File: src/design/rrpfm_pkg.sv
// Package for the random replacement page frame manager.
// Holds the controller/datapath command and status structs, result codes and constants.
// No dependencies.
`default_nettype none

package rrpfm_pkg;

    // result codes
    typedef enum logic [1:0] {
        KIND_UNMAP   = 2'd0,
        KIND_LOADED  = 2'd1,
        KIND_CLEARED = 2'd2,
        KIND_RANGE   = 2'd3
    } rrpfm_kind_t;

    // operation codes
    localparam logic OP_FAULT = 1'b0;
    localparam logic OP_CLEAR = 1'b1;

    // register byte addresses
    localparam logic [2:0] REG_FRAME_BASE = 3'd0;

    // field widths
    localparam int unsigned ADDR_W  = 32;
    localparam int unsigned TAG_W   = 31;
    localparam int unsigned SLOT_FW = 7;
    localparam int unsigned ROM_W   = 24;
    localparam int unsigned CTX_W   = 26;
    localparam int unsigned BASE_W  = 20;
    localparam int unsigned PAGE_W  = 11;

    // address masks and fixed bits
    localparam logic [TAG_W-1:0] TAG_MASK   = 31'h7FFFE000;
    localparam logic [ROM_W-1:0] ROM_MASK   = 24'hFFE000;
    localparam logic [TAG_W-1:0] EVICT_BASE = 31'h7F000000;
    localparam logic [5:0]       CTX_LOW    = 6'h1F;

    // byte-serial modulo: four byte steps over the 32-bit random word
    localparam int unsigned MOD_STEPS = 4;
    localparam int unsigned STEP_W    = 2;

    // controller to datapath commands
    typedef struct packed {
        logic load;
        logic emit_clear;
        logic emit_range;
        logic emit_tag;
        logic mod_step;
        logic emit_evict;
        logic emit_load;
    } rrpfm_cmd_t;

    // datapath to controller status
    typedef struct packed {
        logic op_clear;
        logic page_oob;
        logic slot_busy;
    } rrpfm_status_t;

endpackage

`default_nettype wire

File: src/design/rrpfm_ctrl.sv
// Controller state machine of the random replacement page frame manager.
// Sequences decode, modulo steps, slot probe, eviction and load; uses rrpfm_pkg.
`default_nettype none

module rrpfm_ctrl (
    input  wire logic                   clk,
    input  wire logic                   rst_n,
    input  wire logic                   start,
    output logic                        busy,
    input  rrpfm_pkg::rrpfm_status_t    status,
    output rrpfm_pkg::rrpfm_cmd_t       cmd
);

    typedef enum logic [2:0] {
        ST_IDLE,
        ST_DECODE,
        ST_MOD,
        ST_PROBE,
        ST_EVICT,
        ST_LOAD
    } state_t;

    state_t                          state_reg;
    logic [rrpfm_pkg::STEP_W-1:0]    step_reg;

    // state and step counter
    always_ff @(posedge clk or negedge rst_n)
    begin
        if (!rst_n)
        begin
            state_reg <= ST_IDLE;
            step_reg  <= '0;
        end
        else
        begin
            case (state_reg)
                ST_IDLE:
                begin
                    if (start)
                    begin
                        state_reg <= ST_DECODE;
                    end
                end
                ST_DECODE:
                begin
                    if (status.op_clear || status.page_oob)
                    begin
                        state_reg <= ST_IDLE;
                    end
                    else
                    begin
                        state_reg <= ST_MOD;
                        step_reg  <= rrpfm_pkg::STEP_W'(rrpfm_pkg::MOD_STEPS - 1);
                    end
                end
                ST_MOD:
                begin
                    if (step_reg == '0)
                    begin
                        state_reg <= ST_PROBE;
                    end
                    else
                    begin
                        step_reg <= step_reg - rrpfm_pkg::STEP_W'(1);
                    end
                end
                ST_PROBE:
                begin
                    state_reg <= status.slot_busy ? ST_EVICT : ST_LOAD;
                end
                ST_EVICT:
                begin
                    state_reg <= ST_LOAD;
                end
                ST_LOAD:
                begin
                    state_reg <= ST_IDLE;
                end
                default:
                begin
                    state_reg <= ST_IDLE;
                end
            endcase
        end
    end

    assign busy = (state_reg != ST_IDLE);

    // command decode
    always_comb
    begin
        cmd            = '0;
        cmd.load       = (state_reg == ST_IDLE) && start;
        cmd.emit_clear = (state_reg == ST_DECODE) && status.op_clear;
        cmd.emit_range = (state_reg == ST_DECODE) && !status.op_clear && status.page_oob;
        cmd.emit_tag   = (state_reg == ST_DECODE) && !status.op_clear && !status.page_oob;
        cmd.mod_step   = (state_reg == ST_MOD);
        cmd.emit_evict = (state_reg == ST_EVICT);
        cmd.emit_load  = (state_reg == ST_LOAD);
    end

endmodule

`default_nettype wire

File: src/design/rrpfm_dp.sv
// Datapath of the random replacement page frame manager: request registers,
// byte-serial modulo unit, slot tables, fault counter and result registers; uses rrpfm_pkg.
`default_nettype none

module rrpfm_dp #(
    parameter int unsigned PAGE_COUNT = 128,
    parameter int unsigned SLOT_COUNT = 90
) (
    input  wire logic                              clk,
    input  wire logic                              rst_n,
    input  rrpfm_pkg::rrpfm_cmd_t                  cmd,
    output rrpfm_pkg::rrpfm_status_t               status,
    input  wire logic [rrpfm_pkg::BASE_W-1:0]      frame_base_page,
    input  wire logic                              operation,
    input  wire logic [rrpfm_pkg::ADDR_W-1:0]      fault_address,
    input  wire logic [rrpfm_pkg::ADDR_W-1:0]      random_value,
    output logic                                   result_strobe,
    output logic [1:0]                             result_kind,
    output logic [rrpfm_pkg::TAG_W-1:0]            virtual_tag,
    output logic [rrpfm_pkg::SLOT_FW-1:0]          frame_slot,
    output logic [rrpfm_pkg::ROM_W-1:0]            rom_offset,
    output logic [rrpfm_pkg::CTX_W-1:0]            context_word,
    output logic [31:0]                            fault_total,
    output logic                                   last
);

    localparam int unsigned SLOT_W = (SLOT_COUNT > 1) ? $clog2(SLOT_COUNT) : 1;
    localparam int unsigned X_W    = SLOT_W + 8;

    // request registers
    logic                               op_reg;
    logic [rrpfm_pkg::ADDR_W-1:0]       addr_reg;
    logic [rrpfm_pkg::ADDR_W-1:0]       rnd_reg;
    logic [SLOT_W-1:0]                  rem_reg;
    logic [SLOT_W-1:0]                  rem_next;
    logic [31:0]                        counter_reg;

    // slot tables
    logic [SLOT_COUNT-1:0]              slot_free_reg;
    logic [rrpfm_pkg::PAGE_W-1:0]       slot_page_mem [SLOT_COUNT];
    logic [rrpfm_pkg::PAGE_W-1:0]       evict_page_reg;

    // result registers
    logic                               strobe_reg;
    logic [1:0]                         kind_reg;
    logic [rrpfm_pkg::TAG_W-1:0]        tag_reg;
    logic [rrpfm_pkg::SLOT_FW-1:0]      slot_reg;
    logic [rrpfm_pkg::ROM_W-1:0]        rom_reg;
    logic [rrpfm_pkg::CTX_W-1:0]        ctx_reg;
    logic [31:0]                        total_reg;
    logic                               last_reg;

    // derived fields of the captured request
    logic [rrpfm_pkg::PAGE_W-1:0]       page;
    logic [rrpfm_pkg::TAG_W-1:0]        fault_tag;
    logic [rrpfm_pkg::TAG_W-1:0]        evict_tag;
    logic [rrpfm_pkg::ROM_W-1:0]        rom;
    logic [rrpfm_pkg::SLOT_FW-1:0]      slot;
    logic [rrpfm_pkg::BASE_W-1:0]       ctx_page;
    logic [rrpfm_pkg::CTX_W-1:0]        ctx;
    logic [X_W-1:0]                     mod_x;

    assign page      = addr_reg[23:13];
    assign fault_tag = addr_reg[rrpfm_pkg::TAG_W-1:0] & rrpfm_pkg::TAG_MASK;
    assign rom       = addr_reg[rrpfm_pkg::ROM_W-1:0] & rrpfm_pkg::ROM_MASK;
    assign evict_tag = rrpfm_pkg::EVICT_BASE | {7'b0, evict_page_reg, 13'b0};
    assign slot      = rrpfm_pkg::SLOT_FW'(rem_reg);
    assign ctx_page  = frame_base_page + rrpfm_pkg::BASE_W'({slot, 1'b0});
    assign ctx       = {ctx_page, rrpfm_pkg::CTX_LOW};

    // status to the controller
    assign status.op_clear  = (op_reg == rrpfm_pkg::OP_CLEAR);
    assign status.page_oob  = ({1'b0, page} >= 12'(PAGE_COUNT));
    assign status.slot_busy = !slot_free_reg[rem_reg];

    // one modulo step: fold in the next byte, then restoring reduction
    always_comb
    begin
        mod_x = {rem_reg, rnd_reg[31:24]};
        for (int k = 7; k >= 0; k--)
        begin
            if (mod_x >= (X_W'(SLOT_COUNT) << k))
            begin
                mod_x = mod_x - (X_W'(SLOT_COUNT) << k);
            end
        end
        rem_next = mod_x[SLOT_W-1:0];
    end

    // request capture and modulo iteration
    always_ff @(posedge clk)
    begin
        if (cmd.load)
        begin
            op_reg   <= operation;
            addr_reg <= fault_address;
            rnd_reg  <= random_value;
            rem_reg  <= '0;
        end
        else if (cmd.mod_step)
        begin
            rnd_reg <= {rnd_reg[23:0], 8'h00};
            rem_reg <= rem_next;
        end
    end

    // fault counter and slot occupancy
    always_ff @(posedge clk or negedge rst_n)
    begin
        if (!rst_n)
        begin
            counter_reg   <= '0;
            slot_free_reg <= '1;
        end
        else
        begin
            if (cmd.emit_clear)
            begin
                counter_reg <= '0;
            end
            else if (cmd.emit_tag)
            begin
                counter_reg <= counter_reg + 32'd1;
            end
            if (cmd.emit_load)
            begin
                slot_free_reg[rem_reg] <= 1'b0;
            end
        end
    end

    // page held by each slot, registered read
    always_ff @(posedge clk)
    begin
        if (cmd.emit_load)
        begin
            slot_page_mem[rem_reg] <= page;
        end
        evict_page_reg <= slot_page_mem[rem_reg];
    end

    // result strobe
    always_ff @(posedge clk or negedge rst_n)
    begin
        if (!rst_n)
        begin
            strobe_reg <= 1'b0;
        end
        else
        begin
            strobe_reg <= cmd.emit_clear | cmd.emit_range | cmd.emit_tag
                        | cmd.emit_evict | cmd.emit_load;
        end
    end

    // result payload
    always_ff @(posedge clk)
    begin
        if (cmd.emit_clear | cmd.emit_range | cmd.emit_tag | cmd.emit_evict | cmd.emit_load)
        begin
            tag_reg   <= '0;
            slot_reg  <= '0;
            rom_reg   <= '0;
            ctx_reg   <= '0;
            total_reg <= counter_reg;
            last_reg  <= 1'b1;
            kind_reg  <= rrpfm_pkg::KIND_LOADED;
            if (cmd.emit_clear)
            begin
                kind_reg  <= rrpfm_pkg::KIND_CLEARED;
                total_reg <= '0;
            end
            else if (cmd.emit_range)
            begin
                kind_reg <= rrpfm_pkg::KIND_RANGE;
            end
            else if (cmd.emit_tag)
            begin
                kind_reg  <= rrpfm_pkg::KIND_UNMAP;
                tag_reg   <= fault_tag;
                total_reg <= counter_reg + 32'd1;
                last_reg  <= 1'b0;
            end
            else if (cmd.emit_evict)
            begin
                kind_reg <= rrpfm_pkg::KIND_UNMAP;
                tag_reg  <= evict_tag;
                last_reg <= 1'b0;
            end
            else
            begin
                slot_reg <= slot;
                rom_reg  <= rom;
                ctx_reg  <= ctx;
            end
        end
    end

    assign result_strobe = strobe_reg;
    assign result_kind   = kind_reg;
    assign virtual_tag   = tag_reg;
    assign frame_slot    = slot_reg;
    assign rom_offset    = rom_reg;
    assign context_word  = ctx_reg;
    assign fault_total   = total_reg;
    assign last          = last_reg;

endmodule

`default_nettype wire

File: src/design/random_replacement_page_frame_manager.sv
// Top level of the random replacement page frame manager.
// Holds the configuration register and joins rrpfm_ctrl and rrpfm_dp; uses rrpfm_pkg.
//
// A request is taken when start is high and busy is low. Each result shows for one
// cycle with result_strobe high and cannot be held off; last marks the final one.
// A clear or an out-of-range page gives its single result through the decode state and
// the result registers, with busy high only in decode. A fault also passes the modulo,
// probe and load states, and an evict state when the chosen slot must be evicted: the
// slot number comes from a byte-serial modulo unit, followed by a registered read of
// the slot table. The unmap result shows in the first modulo cycle; the evict and
// load results come one per cycle at the end. The next request may be taken in the
// cycle that shows the last result.
`default_nettype none

module random_replacement_page_frame_manager #(
    parameter int unsigned PAGE_COUNT = 128,
    parameter int unsigned SLOT_COUNT = 90
) (
    input  wire logic                             clk,
    input  wire logic                             rst_n,
    // request
    input  wire logic                             start,
    output logic                                  busy,
    input  wire logic                             operation,
    input  wire logic [rrpfm_pkg::ADDR_W-1:0]     fault_address,
    input  wire logic [rrpfm_pkg::ADDR_W-1:0]     random_value,
    // results
    output logic                                  result_strobe,
    output logic [1:0]                            result_kind,
    output logic [rrpfm_pkg::TAG_W-1:0]           virtual_tag,
    output logic [rrpfm_pkg::SLOT_FW-1:0]         frame_slot,
    output logic [rrpfm_pkg::ROM_W-1:0]           rom_offset,
    output logic [rrpfm_pkg::CTX_W-1:0]           context_word,
    output logic [31:0]                           fault_total,
    output logic                                  last,
    // configuration port
    input  wire logic                             psel,
    input  wire logic                             penable,
    input  wire logic                             pwrite,
    input  wire logic [2:0]                       paddr,
    input  wire logic [31:0]                      pwdata,
    output logic [31:0]                           prdata,
    output logic                                  pready
);

    logic [rrpfm_pkg::BASE_W-1:0]  frame_base_reg;
    rrpfm_pkg::rrpfm_cmd_t         cmd;
    rrpfm_pkg::rrpfm_status_t      status;

    // configuration register write
    always_ff @(posedge clk or negedge rst_n)
    begin
        if (!rst_n)
        begin
            frame_base_reg <= '0;
        end
        else if (psel && penable && pwrite && pready && (paddr == rrpfm_pkg::REG_FRAME_BASE))
        begin
            frame_base_reg <= pwdata[rrpfm_pkg::BASE_W-1:0];
        end
    end

    // configuration readback
    assign pready = 1'b1;
    assign prdata = (paddr == rrpfm_pkg::REG_FRAME_BASE) ? 32'(frame_base_reg) : 32'd0;

    rrpfm_ctrl u_ctrl (
        .clk    (clk),
        .rst_n  (rst_n),
        .start  (start),
        .busy   (busy),
        .status (status),
        .cmd    (cmd)
    );

    rrpfm_dp #(
        .PAGE_COUNT (PAGE_COUNT),
        .SLOT_COUNT (SLOT_COUNT)
    ) u_dp (
        .clk             (clk),
        .rst_n           (rst_n),
        .cmd             (cmd),
        .status          (status),
        .frame_base_page (frame_base_reg),
        .operation       (operation),
        .fault_address   (fault_address),
        .random_value    (random_value),
        .result_strobe   (result_strobe),
        .result_kind     (result_kind),
        .virtual_tag     (virtual_tag),
        .frame_slot      (frame_slot),
        .rom_offset      (rom_offset),
        .context_word    (context_word),
        .fault_total     (fault_total),
        .last            (last)
    );

endmodule

`default_nettype wire

File: config.mk
export PLATFORM = sky130hd
export DESIGN_NAME = random_replacement_page_frame_manager
export DESIGN_NICKNAME = d
export VERILOG_FILES = /design/src/design/rrpfm_pkg.sv /design/src/design/rrpfm_ctrl.sv /design/src/design/rrpfm_dp.sv /design/src/design/random_replacement_page_frame_manager.sv
export SDC_FILE = /design/constraint.sdc
export NUM_CORES = 2
export LEC_CHECK = 0
export ABC_CLOCK_PERIOD_IN_PS = 7670
export BUFFER_PORTS_ARGS = -buffer_cell sky130_fd_sc_hd__buf_2
export CORE_MARGIN = 8
export CORE_UTILIZATION = 36
export CTS_CLUSTER_DIAMETER = 30
export DETAILED_ROUTE_END_ITERATION = 10
export PLACE_DENSITY_LB_ADDON = 0.15
export SYNTH_ARGS = -nofsm -noshare
export SYNTH_HDL_FRONTEND = slang
export SYNTH_SLANG_ARGS = --single-unit
File: constraint.sdc
create_clock -name clk -period 7.67 [get_ports clk]
set_input_delay 1.534 -clock clk [delete_from_list [all_inputs] [get_ports clk]]
set_output_delay 1.534 -clock clk [all_outputs]
set_load 0.01 [all_outputs]
==> reports/qor.yml <==
htree_levels: 5
fmax_mhz: 130.1
portBuffers: 197
setup_slack_ns: -0.01618
ys_seq_area_share_pct: 73.15
synth_seq_cells: 1299
cts-root-buf: "clkbuf_16"
crit_end: "u_dp.rem_reg[2]"
finalMaxSlewViolations: 0
synth_common_cells: "edfxtp_1, a22oi_1, nor2_1, clkbuf_1, nand2_1"
hp-class: "reg2reg"
rows: 139
drtIter0Drc: 3110
cts.path.max_buffers: 4
yosys_most_used_dff: "edfxtp_1"
grt.total_usage_pct: 20.16
drive_gt1_share_pct: 30.84
cp_slowest_stage_delay_ns: 0.61
holdPathStages: 0
post-route-period-util_pct: 100.2
power.leakage_nw: 24.13
outcome: "finished with violations"
ff2ff_path_depth: 34
fin_hold_ws_ns: 0.4695
ff2ff_setup_slack_ns: -0.02
worstSetupStartpointType: "flip-flop"
viasPerCell: 5.444
die_h_um: 396.9
critPathKind: "reg2reg"
wire_per_inst_um: 26.22
dieArea_um2: 157500
vdd_ir_drop_max_uv: 464.1
gp_congestion: 0.8211
slowest_stage: "or4b_4"
crit-reg2reg-launch: "u_dp.rnd_reg[24]"
worstSetupEndpointType: "flip-flop"
drv_cap: 0
maxUsedRoutingLayer: "met4"
netlist_area_um2: 52220
wl_met1_mm: 70.82
reg2reg_to: "u_dp.rem_reg[2]"
syn2layout_area_growth_pct: 30.85
die_x_um: 396.9
cts_tree: "yes"
antenna_found_initial: 5
cp.required_ns: 8.46
hold_viol: 0
ant_nets: 0
yosysUniqueCellTypes: 109
finalPower_mw: 28.81
clock_latency_ns: 0.91
synth.largest_area_cell: "edfxtp_1"
firstDrtPassIters: 5
dpl.hpwl_mm: 96.62
period_minus_slack_ns: 7.686
drt-total-wl_mm: 164.1
ys_async_sr_fraction_pct: 11.39
stdcell_area_um2: 68330
vias: 34076
skew_ns: 0.07708
wl_met2_mm: 76.72
netlist.area_leader.share_pct: 65.16
rsz0062_at_grt: "yes"
yosysWarnings: 0
cts_inserted_buffers: 311
cts.sinks: 1299
grt_max_degree: 93
coreArea_um2: 143800
start_util_pct: 36.31
syn_inst: 3454
synth-edff-count: 1133
synth.most_common_cell: "edfxtp_1"
ys_top_cells_by_area: "edfxtp_1, a22oi_1, dfstp_2"
setup_viol: 1
slew_headroom_pct: 12.41
grt_pass1_wl_mm: 236.3
finalSetupTns_ns: -0.01618
synth_area_per_cell_um2: 15.12
fin_nets: 4238
drc: 0
critPathLaunch: "u_dp.rnd_reg[24]"
worst_pin_slew_ns: 1.302
crit_arrival_ns: 8.48
placed_area_um2: 57510
dr_wl_met3_mm: 13.18
power_density_nw_per_um2: 421.7
grt_overflow: 0
ios: 264
largest_reg_flops: 990
violations: "setup timing"
grt_pass1_vias: 34548
clk_pin_slew_ns: 0.04
crit_fanout: 5
kinds of logic (layout without fill, tap and decap cells):
family                   Yosys count  in the layout  share of synthesized area (%)
flip-flops                      1299           1299                          73.15
buffers and inverters            268           1131                          2.279
AND/OR/NAND/NOR                  804            804                          7.934
AO/OA/AOI/OAI                    889            889                          12.60
adder cells (fa/ha/maj)           15             15                         0.3738
other                              2             41                        0.01438
multiplexers                     120            120                          2.650
XOR/XNOR                          57             57                         0.9992
cell type report:
cell class                 instances  area [um^2]
clock buffer                     373         8335
tap                             1903         2381
fill                           12468        75500
clock inverter                   178         2007
antenna                            1        2.502
timing repair buffer             553         3764
sequential                      1299        38220
inverter                          27        105.1
multi-input combinational       1925        13510
critical path: cells and delay by family, from the launching register on:
family,cells,cell delay (ns)
flip-flops,1,0.42
XOR/XNOR,1,0.28
AND/OR/NAND/NOR,15,3.58
AO/OA/AOI/OAI,11,2.05
buffers and inverters,3,0.41
adder cells (fa/ha/maj),2,0.35
multiplexers,2,0.54
worst min-delay path by stage:
stage	to	start	slack, ns
after floorplan	u_ctrl.step_reg[0]	u_ctrl.step_reg[0]	0.45
after global routing	u_dp.slot_free_reg[21]	u_dp.slot_free_reg[21]	0.49
after CTS	u_dp.slot_page_mem[80][2]	u_dp.addr_reg[15]	0.47
after global placement	u_dp.slot_page_mem[80][2]	u_dp.addr_reg[15]	0.45
after detailed placement	u_dp.slot_page_mem[80][2]	u_dp.addr_reg[15]	0.46
final	u_dp.slot_page_mem[80][2]	u_dp.addr_reg[15]	0.47
through the flow:
stage                     std cells  setup slack [ns]  utilization [%]
after floorplan                3492           0.01333                -
after global placement         5693           -0.1549            39.99
after detailed placement       5693           -0.2049            39.99
after CTS                      6251          -0.04207            47.28
after global routing           6258           -0.3390            47.50
final                          6259          -0.01618            47.50
metal layers:
layer,vias up,track usage (%)
li1,15113,-
met1,17405,27.32
met2,1323,32.41
met3,235,4.853
met4,0,5.679
met5,-,0
cell usage in the layout (no fill, tap or decap), types with 63 or more instances in the layout:
cell / instances
nand2_1: 116
a21oi_1: 83
o21ai_0: 84
nor2_1: 230
nand4_1: 72
a22o_1: 65
clkinv_2: 63
dfstp_2: 90
clkbuf_16: 319
a22oi_1: 347
nor2b_1: 101
edfxtp_1: 1133
buf_4: 346
a221oi_1: 70
buf_2: 196
timing repair:
| item | 4_1_cts | 5_1_grt |
|---|---|---|
| endpoints found under the setup margin | 6 | 6 |
| gates resized for setup | 20 | 51 |
| pin swaps | 27 | 39 |
| hold buffers | 0 | 0 |
| setup buffers | 7 | 8 |
power breakdown:
part	switching (mW)	internal, mW	total (mW)	leakage (nW)
clock network	3.95	8.97	12.9	5.03
registers	0.0940	8.04	8.13	12.1
logic	4.29	3.48	7.76	6.95
total	8.32	20.5	28.8	24.1
Note: power is estimated with default switching activity, not from simulation.
